===== config.mk =====
export PLATFORM = sky130hd
export DESIGN_NAME = ini_line_tokenizer_top_flat
export DESIGN_NICKNAME = d
export VERILOG_FILES = /design/src/rtl/ilt_pkg.sv /design/src/rtl/ilt_if.sv /design/src/rtl/ini_line_tokenizer_top.sv /design/src/flat_wrapper.sv
export SDC_FILE = /design/constraint.sdc
export NUM_CORES = 1
export LEC_CHECK = 0
export BUFFER_PORTS_ARGS = -buffer_cell sky130_fd_sc_hd__buf_2
export CAP_MARGIN = 20
export CORE_MARGIN = 1
export CORE_UTILIZATION = 29
export CTS_CLUSTER_DIAMETER = 80
export CTS_CLUSTER_SIZE = 10
export DETAILED_ROUTE_END_ITERATION = 7
export SLEW_MARGIN = 15
export SYNTH_ARGS = -nofsm -noshare
export SYNTH_HDL_FRONTEND = slang
export SYNTH_SLANG_ARGS = --single-unit

===== constraint.sdc =====
create_clock -name clk -period 4.7 [get_ports clk]
set_input_delay 0.47 -clock clk [delete_from_list [all_inputs] [get_ports clk]]
set_output_delay 0.47 -clock clk [all_outputs]
set_load 0.01 [all_outputs]

===== src/rtl/ilt_pkg.sv =====
// Package: shared types, constants and character classes for the line tokenizer.
`timescale 1ns / 1ps
package ilt_pkg;

	localparam int unsigned LINE_MAX = 1024;
	localparam int unsigned START_W  = $clog2(LINE_MAX);
	localparam int unsigned POS_W    = START_W + 1;
	localparam int unsigned CHAR_W   = 8;
	localparam int unsigned KIND_W   = 3;

	localparam int unsigned FIFO_DEPTH = 8;
	localparam int unsigned FIFO_AW    = $clog2(FIFO_DEPTH);
	localparam int unsigned FIFO_CW    = FIFO_AW + 1;

	localparam logic [CHAR_W-1:0] CH_NUL  = 8'h00;
	localparam logic [CHAR_W-1:0] CH_TAB  = 8'h09;
	localparam logic [CHAR_W-1:0] CH_LF   = 8'h0A;
	localparam logic [CHAR_W-1:0] CH_CR   = 8'h0D;
	localparam logic [CHAR_W-1:0] CH_SP   = 8'h20;
	localparam logic [CHAR_W-1:0] CH_DASH = 8'h2D;
	localparam logic [CHAR_W-1:0] CH_EQ   = 8'h3D;
	localparam logic [CHAR_W-1:0] CH_LBR  = 8'h5B;
	localparam logic [CHAR_W-1:0] CH_RBR  = 8'h5D;
	localparam logic [CHAR_W-1:0] CH_USCR = 8'h5F;

	typedef enum logic [KIND_W-1:0] {
		KIND_END = 3'd0,
		KIND_LBR = 3'd1,
		KIND_RBR = 3'd2,
		KIND_EQ  = 3'd3,
		KIND_ID  = 3'd4,
		KIND_VAL = 3'd5
	} token_kind_t;

	typedef struct packed {
		token_kind_t          kind;
		logic [START_W-1:0]   start;
		logic [POS_W-1:0]     length;
		logic                 last;
	} token_t;

	function automatic logic is_blank(input logic [CHAR_W-1:0] ch);
		return (ch == CH_SP) || (ch == CH_TAB) || (ch == CH_CR) || (ch == CH_LF);
	endfunction

	function automatic logic is_ident_char(input logic [CHAR_W-1:0] ch);
		return ((ch >= 8'h30) && (ch <= 8'h39)) ||
		       ((ch >= 8'h41) && (ch <= 8'h5A)) ||
		       ((ch >= 8'h61) && (ch <= 8'h7A)) ||
		       (ch == CH_USCR) || (ch == CH_DASH);
	endfunction

endpackage


===== src/rtl/ilt_if.sv =====
// Interfaces: character input channel and token output channel.
`timescale 1ns / 1ps
interface ilt_char_if;
	import ilt_pkg::*;
	logic              valid;
	logic              ready;
	logic [CHAR_W-1:0] char_code;

	modport source (output valid, output char_code, input ready);
	modport sink   (input valid, input char_code, output ready);
endinterface

interface ilt_token_if;
	import ilt_pkg::*;
	logic               valid;
	logic               ready;
	logic [KIND_W-1:0]  token_kind;
	logic [START_W-1:0] token_start;
	logic [POS_W-1:0]   token_length;
	logic               run_last;

	modport source (output valid, output token_kind, output token_start,
		output token_length, output run_last, input ready);
	modport sink   (input valid, input token_kind, input token_start,
		input token_length, input run_last, output ready);
endinterface


===== src/rtl/ini_line_tokenizer_top.sv =====
// Top level: streaming INI line tokenizer with token output queue.
//
// Usage:
//   chars  - one character per request; a zero byte ends the line.
//   tokens - one token per request: kind, start offset, length and a
//            run_last flag on the final token caused by a character.
//   A character is registered on acceptance and classified in the next
//   cycle against the line state (greedy flag, open token, position).
//   That cycle yields zero, one or two tokens, which are written into an
//   eight-entry queue; the queue head drives the tokens channel.
// Path: a token reaches tokens through the input register and then the
//   queue write.
// Throughput: one character per cycle. The input side takes a character
//   while the queue has room for the worst case of two tokens from it and
//   two from the character still in the input register.
// Reset: arst_n clears the line state, input register valid and queue
//   pointers; the block comes up ready at line offset 0.
// Stall: when the receiver holds tokens.ready low the queue fills and the
//   input side drops ready; no token is lost or repeated. Positions past
//   the line limit saturate onto the last offset.
`timescale 1ns / 1ps
module ini_line_tokenizer_top (
	input  logic               clk,
	input  logic               arst_n,
	ilt_char_if.sink           chars,
	ilt_token_if.source        tokens
);
	import ilt_pkg::*;

	// input register
	logic              valid_s1;
	logic [CHAR_W-1:0] char_s1;

	// line state
	logic               greedy_q;
	logic               open_q;
	logic               open_val_q;
	logic [START_W-1:0] open_start_q;
	logic [POS_W-1:0]   pos_q;

	// token queue
	token_t             fifo_q [FIFO_DEPTH];
	logic [FIFO_AW-1:0] wr_ptr_q;
	logic [FIFO_AW-1:0] rd_ptr_q;
	logic [FIFO_CW-1:0] cnt_q;

	logic               in_take;
	logic               out_take;

	// room for two from the registered character plus two from this one
	assign chars.ready = ({1'b0, cnt_q} + (valid_s1 ? 5'd2 : 5'd0) + 5'd2)
		<= 5'(FIFO_DEPTH);
	assign in_take  = chars.valid && chars.ready;
	assign out_take = tokens.valid && tokens.ready;

	always_ff @(posedge clk or negedge arst_n) begin
		if (!arst_n) begin
			valid_s1 <= 1'b0;
		end else begin
			valid_s1 <= in_take;
		end
	end

	always_ff @(posedge clk) begin
		if (in_take) begin
			char_s1 <= chars.char_code;
		end
	end

	// classification of the registered character
	logic [START_W-1:0] pos_clamp;
	logic [POS_W-1:0]   open_len;
	logic               ch_nul;
	logic               ch_blank;
	logic               ch_ident;
	token_t             tok0;
	token_t             tok1;
	logic [1:0]         push_n;
	logic               greedy_d;
	logic               open_d;
	logic               open_val_d;
	logic [START_W-1:0] open_start_d;
	logic [POS_W-1:0]   pos_d;

	assign pos_clamp = (pos_q == POS_W'(LINE_MAX)) ? START_W'(LINE_MAX - 1)
		: pos_q[START_W-1:0];
	assign open_len  = pos_q - {1'b0, open_start_q};
	assign ch_nul    = (char_s1 == CH_NUL);
	assign ch_blank  = is_blank(char_s1);
	assign ch_ident  = is_ident_char(char_s1);

	always_comb begin
		token_t atom;
		logic   have_atom;
		logic   close_id;

		tok0         = '0;
		tok1         = '0;
		push_n       = 2'd0;
		greedy_d     = greedy_q;
		open_d       = open_q;
		open_val_d   = open_val_q;
		open_start_d = open_start_q;
		pos_d        = (pos_q == POS_W'(LINE_MAX)) ? pos_q : pos_q + 1'b1;
		atom         = '0;
		have_atom    = 1'b0;
		close_id     = 1'b0;

		if (ch_nul) begin
			// end of line: flush open token, then END, then clear
			atom.kind   = KIND_END;
			atom.start  = pos_clamp;
			atom.length = '0;
			atom.last   = 1'b1;
			if (open_q) begin
				tok0.kind   = open_val_q ? KIND_VAL : KIND_ID;
				tok0.start  = open_start_q;
				tok0.length = open_len;
				tok1        = atom;
				push_n      = 2'd2;
			end else begin
				tok0   = atom;
				push_n = 2'd1;
			end
			greedy_d     = 1'b0;
			open_d       = 1'b0;
			open_val_d   = 1'b0;
			open_start_d = '0;
			pos_d        = '0;
		end else if (!(open_q && (open_val_q || ch_ident))) begin
			close_id = open_q;
			if (close_id) begin
				open_d = 1'b0;
			end
			if (!ch_blank) begin
				atom.start  = pos_clamp;
				atom.length = POS_W'(1);
				atom.last   = 1'b1;
				if (greedy_q) begin
					open_d       = 1'b1;
					open_val_d   = 1'b1;
					open_start_d = pos_clamp;
				end else if (char_s1 == CH_LBR) begin
					atom.kind = KIND_LBR;
					have_atom = 1'b1;
				end else if (char_s1 == CH_RBR) begin
					atom.kind = KIND_RBR;
					have_atom = 1'b1;
				end else if (char_s1 == CH_EQ) begin
					atom.kind = KIND_EQ;
					have_atom = 1'b1;
					greedy_d  = 1'b1;
				end else begin
					open_d       = 1'b1;
					open_val_d   = 1'b0;
					open_start_d = pos_clamp;
				end
			end
			if (close_id) begin
				tok0.kind   = KIND_ID;
				tok0.start  = open_start_q;
				tok0.length = open_len;
				tok0.last   = !have_atom;
				tok1        = atom;
				push_n      = have_atom ? 2'd2 : 2'd1;
			end else if (have_atom) begin
				tok0   = atom;
				push_n = 2'd1;
			end
		end
	end

	always_ff @(posedge clk or negedge arst_n) begin
		if (!arst_n) begin
			greedy_q     <= 1'b0;
			open_q       <= 1'b0;
			open_val_q   <= 1'b0;
			open_start_q <= '0;
			pos_q        <= '0;
		end else if (valid_s1) begin
			greedy_q     <= greedy_d;
			open_q       <= open_d;
			open_val_q   <= open_val_d;
			open_start_q <= open_start_d;
			pos_q        <= pos_d;
		end
	end

	// token queue
	logic [1:0] push_eff;
	assign push_eff = valid_s1 ? push_n : 2'd0;

	always_ff @(posedge clk) begin
		if (push_eff != 2'd0) begin
			fifo_q[wr_ptr_q] <= tok0;
		end
		if (push_eff == 2'd2) begin
			fifo_q[wr_ptr_q + 1'b1] <= tok1;
		end
	end

	always_ff @(posedge clk or negedge arst_n) begin
		if (!arst_n) begin
			wr_ptr_q <= '0;
			rd_ptr_q <= '0;
			cnt_q    <= '0;
		end else begin
			wr_ptr_q <= wr_ptr_q + FIFO_AW'(push_eff);
			if (out_take) begin
				rd_ptr_q <= rd_ptr_q + 1'b1;
			end
			cnt_q <= cnt_q + FIFO_CW'(push_eff) - FIFO_CW'(out_take);
		end
	end

	token_t head;
	assign head                = fifo_q[rd_ptr_q];
	assign tokens.valid        = (cnt_q != '0);
	assign tokens.token_kind   = head.kind;
	assign tokens.token_start  = head.start;
	assign tokens.token_length = head.length;
	assign tokens.run_last     = head.last;

	// checks
	a_no_overflow: assert property (@(posedge clk) disable iff (!arst_n)
		({1'b0, cnt_q} + 5'(push_eff)) <= 5'(FIFO_DEPTH))
		else $error("token queue overflow");

	a_pos_sat: assert property (@(posedge clk) disable iff (!arst_n)
		pos_q <= POS_W'(LINE_MAX))
		else $error("line position beyond limit");

	a_eol_clear: assert property (@(posedge clk) disable iff (!arst_n)
		valid_s1 && ch_nul |=> (pos_q == '0) && !open_q && !greedy_q)
		else $error("line state not cleared at end of line");

	a_open_before_pos: assert property (@(posedge clk) disable iff (!arst_n)
		open_q |-> ({1'b0, open_start_q} < pos_q))
		else $error("open token starts at or after current position");

endmodule


===== src/flat_wrapper.sv =====
// flat-port wrapper written by rule: the top's interface ports become plain ports
module ini_line_tokenizer_top_flat import ilt_pkg::*;
  (clk, arst_n, chars_valid, chars_char_code, chars_ready, tokens_valid, tokens_token_kind, tokens_token_start, tokens_token_length, tokens_run_last, tokens_ready);
  ilt_char_if chars_i ();
  ilt_token_if tokens_i ();
  input  logic clk;
  input  logic arst_n;
  input wire logic [$bits(chars_i.valid)-1:0] chars_valid;
  input wire logic [$bits(chars_i.char_code)-1:0] chars_char_code;
  output wire logic [$bits(chars_i.ready)-1:0] chars_ready;
  output wire logic [$bits(tokens_i.valid)-1:0] tokens_valid;
  output wire logic [$bits(tokens_i.token_kind)-1:0] tokens_token_kind;
  output wire logic [$bits(tokens_i.token_start)-1:0] tokens_token_start;
  output wire logic [$bits(tokens_i.token_length)-1:0] tokens_token_length;
  output wire logic [$bits(tokens_i.run_last)-1:0] tokens_run_last;
  input wire logic [$bits(tokens_i.ready)-1:0] tokens_ready;
  assign chars_i.valid = chars_valid;
  assign chars_i.char_code = chars_char_code;
  assign chars_ready = chars_i.ready;
  assign tokens_valid = tokens_i.valid;
  assign tokens_token_kind = tokens_i.token_kind;
  assign tokens_token_start = tokens_i.token_start;
  assign tokens_token_length = tokens_i.token_length;
  assign tokens_run_last = tokens_i.run_last;
  assign tokens_i.ready = tokens_ready;
  ini_line_tokenizer_top u_core (.clk(clk), .arst_n(arst_n), .chars(chars_i), .tokens(tokens_i));
endmodule

==> results of run 1 <==
[logic make-up after synthesis]
logic type,synth area share (%)
AO/OA/AOI/OAI,17.59
flip-flops,52.02
buffers and inverters,4.057
XOR/XNOR,1.387
multiplexers,11.92
adder cells (fa/ha/maj),3.212
AND/OR/NAND/NOR,9.813
[layout by cell type, fill, tap and decap left out, types with 4 or more instances in the layout]
cell / netlist / final
a21o_1: 7 / 7
a21oi_1: 12 / 12
a2bb2oi_2: 9 / 9
and2_1: 4 / 4
and3_1: 9 / 9
buf_2: 34 / 38
buf_4: 8 / 22
clkbuf_1: 26 / 17
clkbuf_16: 0 / 29
dfrtp_1: 35 / 33
dfxtp_1: 88 / 88
edfxtp_1: 120 / 120
ha_1: 26 / 26
inv_1: 29 / 29
mux2_2: 27 / 27
mux4_2: 50 / 50
nand2_1: 41 / 41
nand2b_1: 4 / 4
nand3_1: 99 / 99
nand4_1: 4 / 4
nor2_1: 37 / 37
nor2b_1: 7 / 7
nor3_1: 11 / 11
o211ai_2: 11 / 11
o21ai_0: 95 / 95
o21ai_1: 12 / 12
o21ai_2: 11 / 11
o22ai_1: 113 / 113
o2bb2ai_1: 12 / 12
xnor2_1: 11 / 11
xor2_1: 8 / 8
[layout make-up]
cell class	count	area share (%)
timing repair buffer	61	2.713
tap	532	4.926
clock buffer	46	5.843
clock inverter	2	0.2593
inverter	29	0.8056
sequential	243	46.22
multi-input combinational	667	39.23
[flip-flops by register name (all words and copies together) (netlist names)]
register             count
u_core.char_s1           8
u_core.cnt_q             4
u_core.fifo_q          200
u_core.greedy_q          1
u_core.open_q            1
u_core.open_start_q     10
u_core.open_val_q        1
u_core.pos_q            11
u_core.rd_ptr_q          3
u_core.valid_s1          1
u_core.wr_ptr_q          3
[worst max-delay path by stage]
stage | endpoint | slack [ps] | cells after the start
final | u_core.fifo_q[5][17]$_DFFE_PP_ | 930 | 9
after global placement | u_core.fifo_q[7][13]$_DFFE_PP_ | 1010 | 9
after global routing | u_core.fifo_q[6][22]$_DFFE_PP_ | 670 | 10
after floorplan | u_core.fifo_q[2][0]$_DFFE_PP_ | 1330 | 10
after CTS | u_core.fifo_q[5][18]$_DFFE_PP_ | 940 | 9
after detailed placement | u_core.fifo_q[5][21]$_DFFE_PP_ | 940 | 9
[power by group through the flow]
stage | Sequential (uW) | Clock [uW] | Combinational, uW
finish | 3220 | 2000 | 3110
global route | 3290 | 2110 | 3410
CTS | 3230 | 2030 | 3160
detailed placement | 3270 | 0 | 3140
global placement | 3240 | 0 | 3110
floorplan | 2910 | 0 | 2390
[metrics by stage]
step / total power (uW) / std cells / hold slack (ps) / util (%) / instance area [um2]
3_3_place_gp: 6357 / 1531 / 449.2 / 31.05 / 12680
6_report: 8338 / 1580 / 26.31 / 33.09 / 13510
5_1_grt: 8813 / 1580 / 86.58 / 33.09 / 13510
4_1_cts: 8410 / 1579 / 48.64 / 33.07 / 13500
2_1_floorplan: 5298 / 1016 / 174.4 / - / 12000
3_5_place_dp: 6410 / 1531 / 454.1 / 31.05 / 12680
[layer usage]
layer  share of wire (%)  up-vias  wire [um]  track usage (%)
li1                    -     3995          -                -
met1                  41     4314      14660            22.06
met2                  48      369      16830            28.09
met3                 6.6       84       2317            2.265
met4                 4.4        0       1550            6.984
met5                   0        -          0                0
[cells in the mapped netlist, drive strengths merged (3+ instances only)]
master   count
and3         9
a211oi       3
a21o         7
nand2       41
nor2b        7
dfxtp       88
edfxtp     120
o21ai      118
nor4         4
fa           3
dfrtp       35
a21oi       12
o2bb2ai     12
o22ai      113
nand3       99
nand2b       4
xnor2       11
o211ai      12
xor2         8
inv         29
mux4        50
nor3        11
o21a         3
buf         50
a211o        3
or4b         3
mux2        27
nor2        37
and2         4
clkbuf      27
a2bb2oi     10
ha          26
nand4        4
==> flow_summary.yaml, run 1 <==
placed_design:
  gp_congestion: 0.8416
  portBuffers: 38
  hpwl_um: 24640
  pre_cts_ws_ps: 936.7
floorplan:
  row_count: 74
  die_h_um: 205.4
  ios: 39
  die_area_mm2: 0.04219
  core_area_mm2: 0.04083
  die_w_um: 205.4
  start_util_pct: 29.38
sta:
  slew_headroom_pct: 21.54
  finalCriticalPeriod_ps: 3767
  setup_slack_ps: 933.4
  setup_viol: 0
  timing.fmax_mhz: 265.5
  skew_ps: 35.01
  fin_crit_sh_pct: 80.14
  fin_setup_tns_ps: 0
  slew_viol_final: 0
  tightest_slew_ps: 1169
  rsz0062_at_grt: "no"
  finalHoldViolations: 0
cts:
  cts_htree_levels: 1
  postCtsSetupRepairBufs: 0
  clock_latency_ps: 560
  path_clk_slew_ps: 60
  tritoncts: "built"
  cts.sinks: 243
  ctsHoldBuffers: 0
  cts.path.max_buffers: 3
  cts_buffers: 28
  cts_root_buf: "clkbuf_16"
  cts-resized-gates: 0
layout:
  final_nets: 1071
  drive_gt1_share_pct: 20.32
  regArea_mm2: 0.006246
  fillers: 4051
  syn_to_final_growth_pct: 12.63
  multiInputGateArea_mm2: 0.005301
  antenna_cells: 0
drt:
  drt_wl_total_um: 35360
  drc_errors: 0
  num_vias: 8762
  drtAntennaViolNets: 0
  dr.pass1.iters: 5
  wire_per_inst_um: 22.38
  via_per_inst: 5.546
  drtIter0Drc: 940
pwr:
  static-leakage-power_uw: 0.004535
  clkPwrFrac_pct: 24.0
  cellPowerDensity_mw_per_mm2: 617.0
  switchingPower_uw: 3249
  swShare_pct: 38.96
  ir_drop_mv: 0.2806
  comb_power_share_pct: 37.3
  intPower_uw: 5089
  seq_power_share_pct: 38.7
setup_path:
  required_ps: 4890
  slowest_delay_ps: 640
  r2r_cells: 9
  r2r-end: "u_core.fifo_q[5][17]$_DFFE_PP_"
  crit_chain: "nand4bb_1, a2111o_1, inv_1, ha_1, nand2b_1, o21ai_1, o211ai_2, buf_4, nand2_1"
  cp_max_fo: 26
  end_kind: "flip-flop"
  crit_start: "u_core.char_s1[5]$_DFFE_PP_"
  crit_path_start_kind: "flip-flop"
  r2r-start: "u_core.char_s1[5]$_DFFE_PP_"
  critPathTopFamily: "compound AO/OA/AOI/OAI gates"
  crit_slowest_cell: "o21ai_1"
  cp_num_buf_inv: 2
  critical_path_arrival_ps: 3960
  crit_type: "reg2reg"
  r2r_slack_ps: 930
global_routing:
  overflow: 0
  antenna_found_initial: 0
  first_global_vias: 8476
  track_usage_pct: 16.89
  grt_max_degree: 39
  grt_pass1_wl_um: 53920
job:
  maxCapViolCount: 0
synthesis:
  synthTopCellsByArea: "edfxtp_1, dfxtp_1, mux4_2"
  synth_ff_type: "edfxtp_1"
  synth-edff-count: 120
  netlist-cell-type-count: 64
  yosysSeqAreaShare_pct: 52.02
  postSynth.asyncResetShare_pct: 14.40
  synth_cells: 1016
  ys_ff_latch: 243
  yosysTopAreaCellShare_pct: 30.03
  netlist_area_mm2: 0.01200
  synth_top_cell_by_area: "edfxtp_1"
  avgSynthCellArea_um2: 11.81
  yosys_warnings: 0
  syn_nets: 1057
outcome:
  status: "finished, final reports clean"
min_path:
  hold_class: "in2async"
Note: power is estimated with default switching activity, not from simulation.
==> run 2, diff against run 1 <==
==> constraint.sdc (replaced) <==
create_clock -name clk -period 3.2 [get_ports clk]
set_input_delay 0.32 -clock clk [delete_from_list [all_inputs] [get_ports clk]]
set_output_delay 0.32 -clock clk [all_outputs]
set_load 0.01 [all_outputs]
==> flow_summary.yaml, run 2 (synthesis gave the netlist of run 1 again) <==
layout:
  final_nets: 1147
  drive_gt1_share_pct: 25.36
  layout_commonest_cell: "edfxtp_1"
  antenna_cells: 0
  syn_to_final_growth_pct: 19.50
  fillers: 4003
  mostFrequentLayoutCells: "edfxtp_1, o22ai_1, nand3_1"
  multiInputGateArea_mm2: 0.005325
  largest_reg_flops: 200
  regArea_mm2: 0.006246
  largestRegisters: "u_core.fifo_q x200, u_core.pos_q x11, u_core.open_start_q x10"
  largest_register: "u_core.fifo_q"
cts:
  cts.sinks: 243
  cts_htree_levels: 1
  cts_buffers: 28
  path_clk_slew_ps: 60
  tritoncts: "built"
  cts.path.max_buffers: 3
  cts_root_buf: "clkbuf_16"
  clock_latency_ps: 570
sta:
  timing.fmax_mhz: 326.9
  finalHoldViolations: 0
  slew_headroom_pct: 42.14
  hold_slack_ps: 142.3
  fin_setup_tns_ps: 0
  rsz0062_at_grt: "no"
  slew_viol_final: 0
  skew_ps: 27.94
  finalCriticalPeriod_ps: 3059
  setup_viol: 0
  tightest_slew_ps: 867.9
  fin_crit_sh_pct: 95.59
min_path:
  hold_class: "in2reg"
  holdPathStages: 3
  hold_path_startpoint: "tokens_ready"
drt:
  drt_wl_total_um: 34060
  drc_errors: 0
  dr.pass1.iters: 5
  wire_per_inst_um: 20.57
  num_vias: 8973
  drtAntennaViolNets: 0
  drtIter0Drc: 783
  via_per_inst: 5.418
floorplan:
  core_area_mm2: 0.04083
  die_area_mm2: 0.04219
  ios: 39
  die_h_um: 205.4
  start_util_pct: 29.38
  die_w_um: 205.4
  row_count: 74
setup_path:
  cp_num_buf_inv: 3
  critPathTopFamily: "compound AO/OA/AOI/OAI gates"
  crit_slowest_cell: "edfxtp_1"
  crit_path_start_kind: "flip-flop"
  critical_path_arrival_ps: 3280
  cp_max_fo: 14
  crit_start: "u_core.char_s1[6]$_DFFE_PP_"
  end_kind: "flip-flop"
  cp_common_cell: "buf_4"
  crit_chain: "xor2_1, nand2_1, a2111o_1, inv_1, ha_1, nor2_1, buf_4, a2111oi_4, buf_4, o2111ai_4, nand2_2"
  required_ps: 3420
  slowest_delay_ps: 470
  r2r_cells: 11
  r2r-start: "u_core.char_s1[6]$_DFFE_PP_"
  crit_type: "reg2reg"
  cp.depth: 11
placed_design:
  hpwl_um: 23490
  portBuffers: 38
  gp_congestion: 0.8874
global_routing:
  grt_pass1_wl_um: 53030
  antenna_found_initial: 0
  overflow: 0
  track_usage_pct: 16.39
  grt_max_degree: 36
  first_global_vias: 8798
pwr:
  power.total_uw: 12510
  cellPowerDensity_mw_per_mm2: 872.3
  ir_drop_mv: 0.4709
  static-leakage-power_uw: 0.004948
outcome:
  status: "finished, final reports clean"
job:
  maxCapViolCount: 0
run 2: changes by cell type in the layout (fill, tap and decap cells not counted), moves of 3 or more:
cell / delta
buf_12: +18
nand2_2: +3
nand2_1: -4
buf_4: +49
dlygate4sd3_1: +9
run 2: power breakdown:
part	total (uW)	internal, uW	switching [uW]
combinational	5090	2210	2880
sequential	4540	3960	575
clock	2880	1630	1250
run 2: final timing paths:
| check | end | slack [ps] |
|---|---|---|
| min | u_core.rd_ptr_q[0]$_DFFE_PN0P_ | 140 |
| max reg2reg | u_core.fifo_q[6][13]$_DFFE_PP_ | 140 |
| max in group asynchronous | u_core.rd_ptr_q[0]$_DFFE_PN0P_ | 2150 |
| min in group asynchronous | u_core.cnt_q[3]$_DFF_PN0_ | 410 |
| max | u_core.fifo_q[6][13]$_DFFE_PP_ | 140 |
| min reg2reg | u_core.fifo_q[7][7]$_SDFFE_PP0P_ | 460 |
run 2: timing repair:
action / in CTS / in global routing
setup endpoints to repair: 0 / 30
resized for setup: 0 / 3
hold endpoints to repair: 43 / 0
hold buffers: 9 / 0
setup buffers: 0 / 0
run 2: layout make-up:
type / instances / share of cell area (%)
Clock buffer: 46 / 5.358
Clock inverter: 2 / 0.2705
Inverter: 29 / 0.7592
Multi-Input combinational cell: 667 / 37.14
Sequential cell: 243 / 43.56
Tap cell: 532 / 4.643
Timing Repair Buffer: 137 / 8.264
run 2: routing by layer:
layer / GRT usage (%) / up-vias / part of all wire (%)
met5: 0 / - / 0
met4: 4.497 / 0 / 2.6
met3: 2.550 / 54 / 7.0
met2: 26.70 / 329 / 47
met1: 22.51 / 4446 / 44
li1: - / 4144 / -
run 2: tightest hold or removal path, delay by kind of cell:
family        cells  cell delay (ps)
simple gates      1              150
buf+inv           1              100
xor+xnor          1               80
run 2: through the flow:
stage               utilization, %  area, um2  std cells  setup WS (ps)
detailed placement           32.88      13430       1599          135.8
finish                       35.11      14340       1656          141.1
CTS                          35.08      14320       1656          121.2
floorplan                        -      12010       1016          40.34
global placement             32.88      13430       1599          195.1
global route                 35.11      14340       1656          1.845
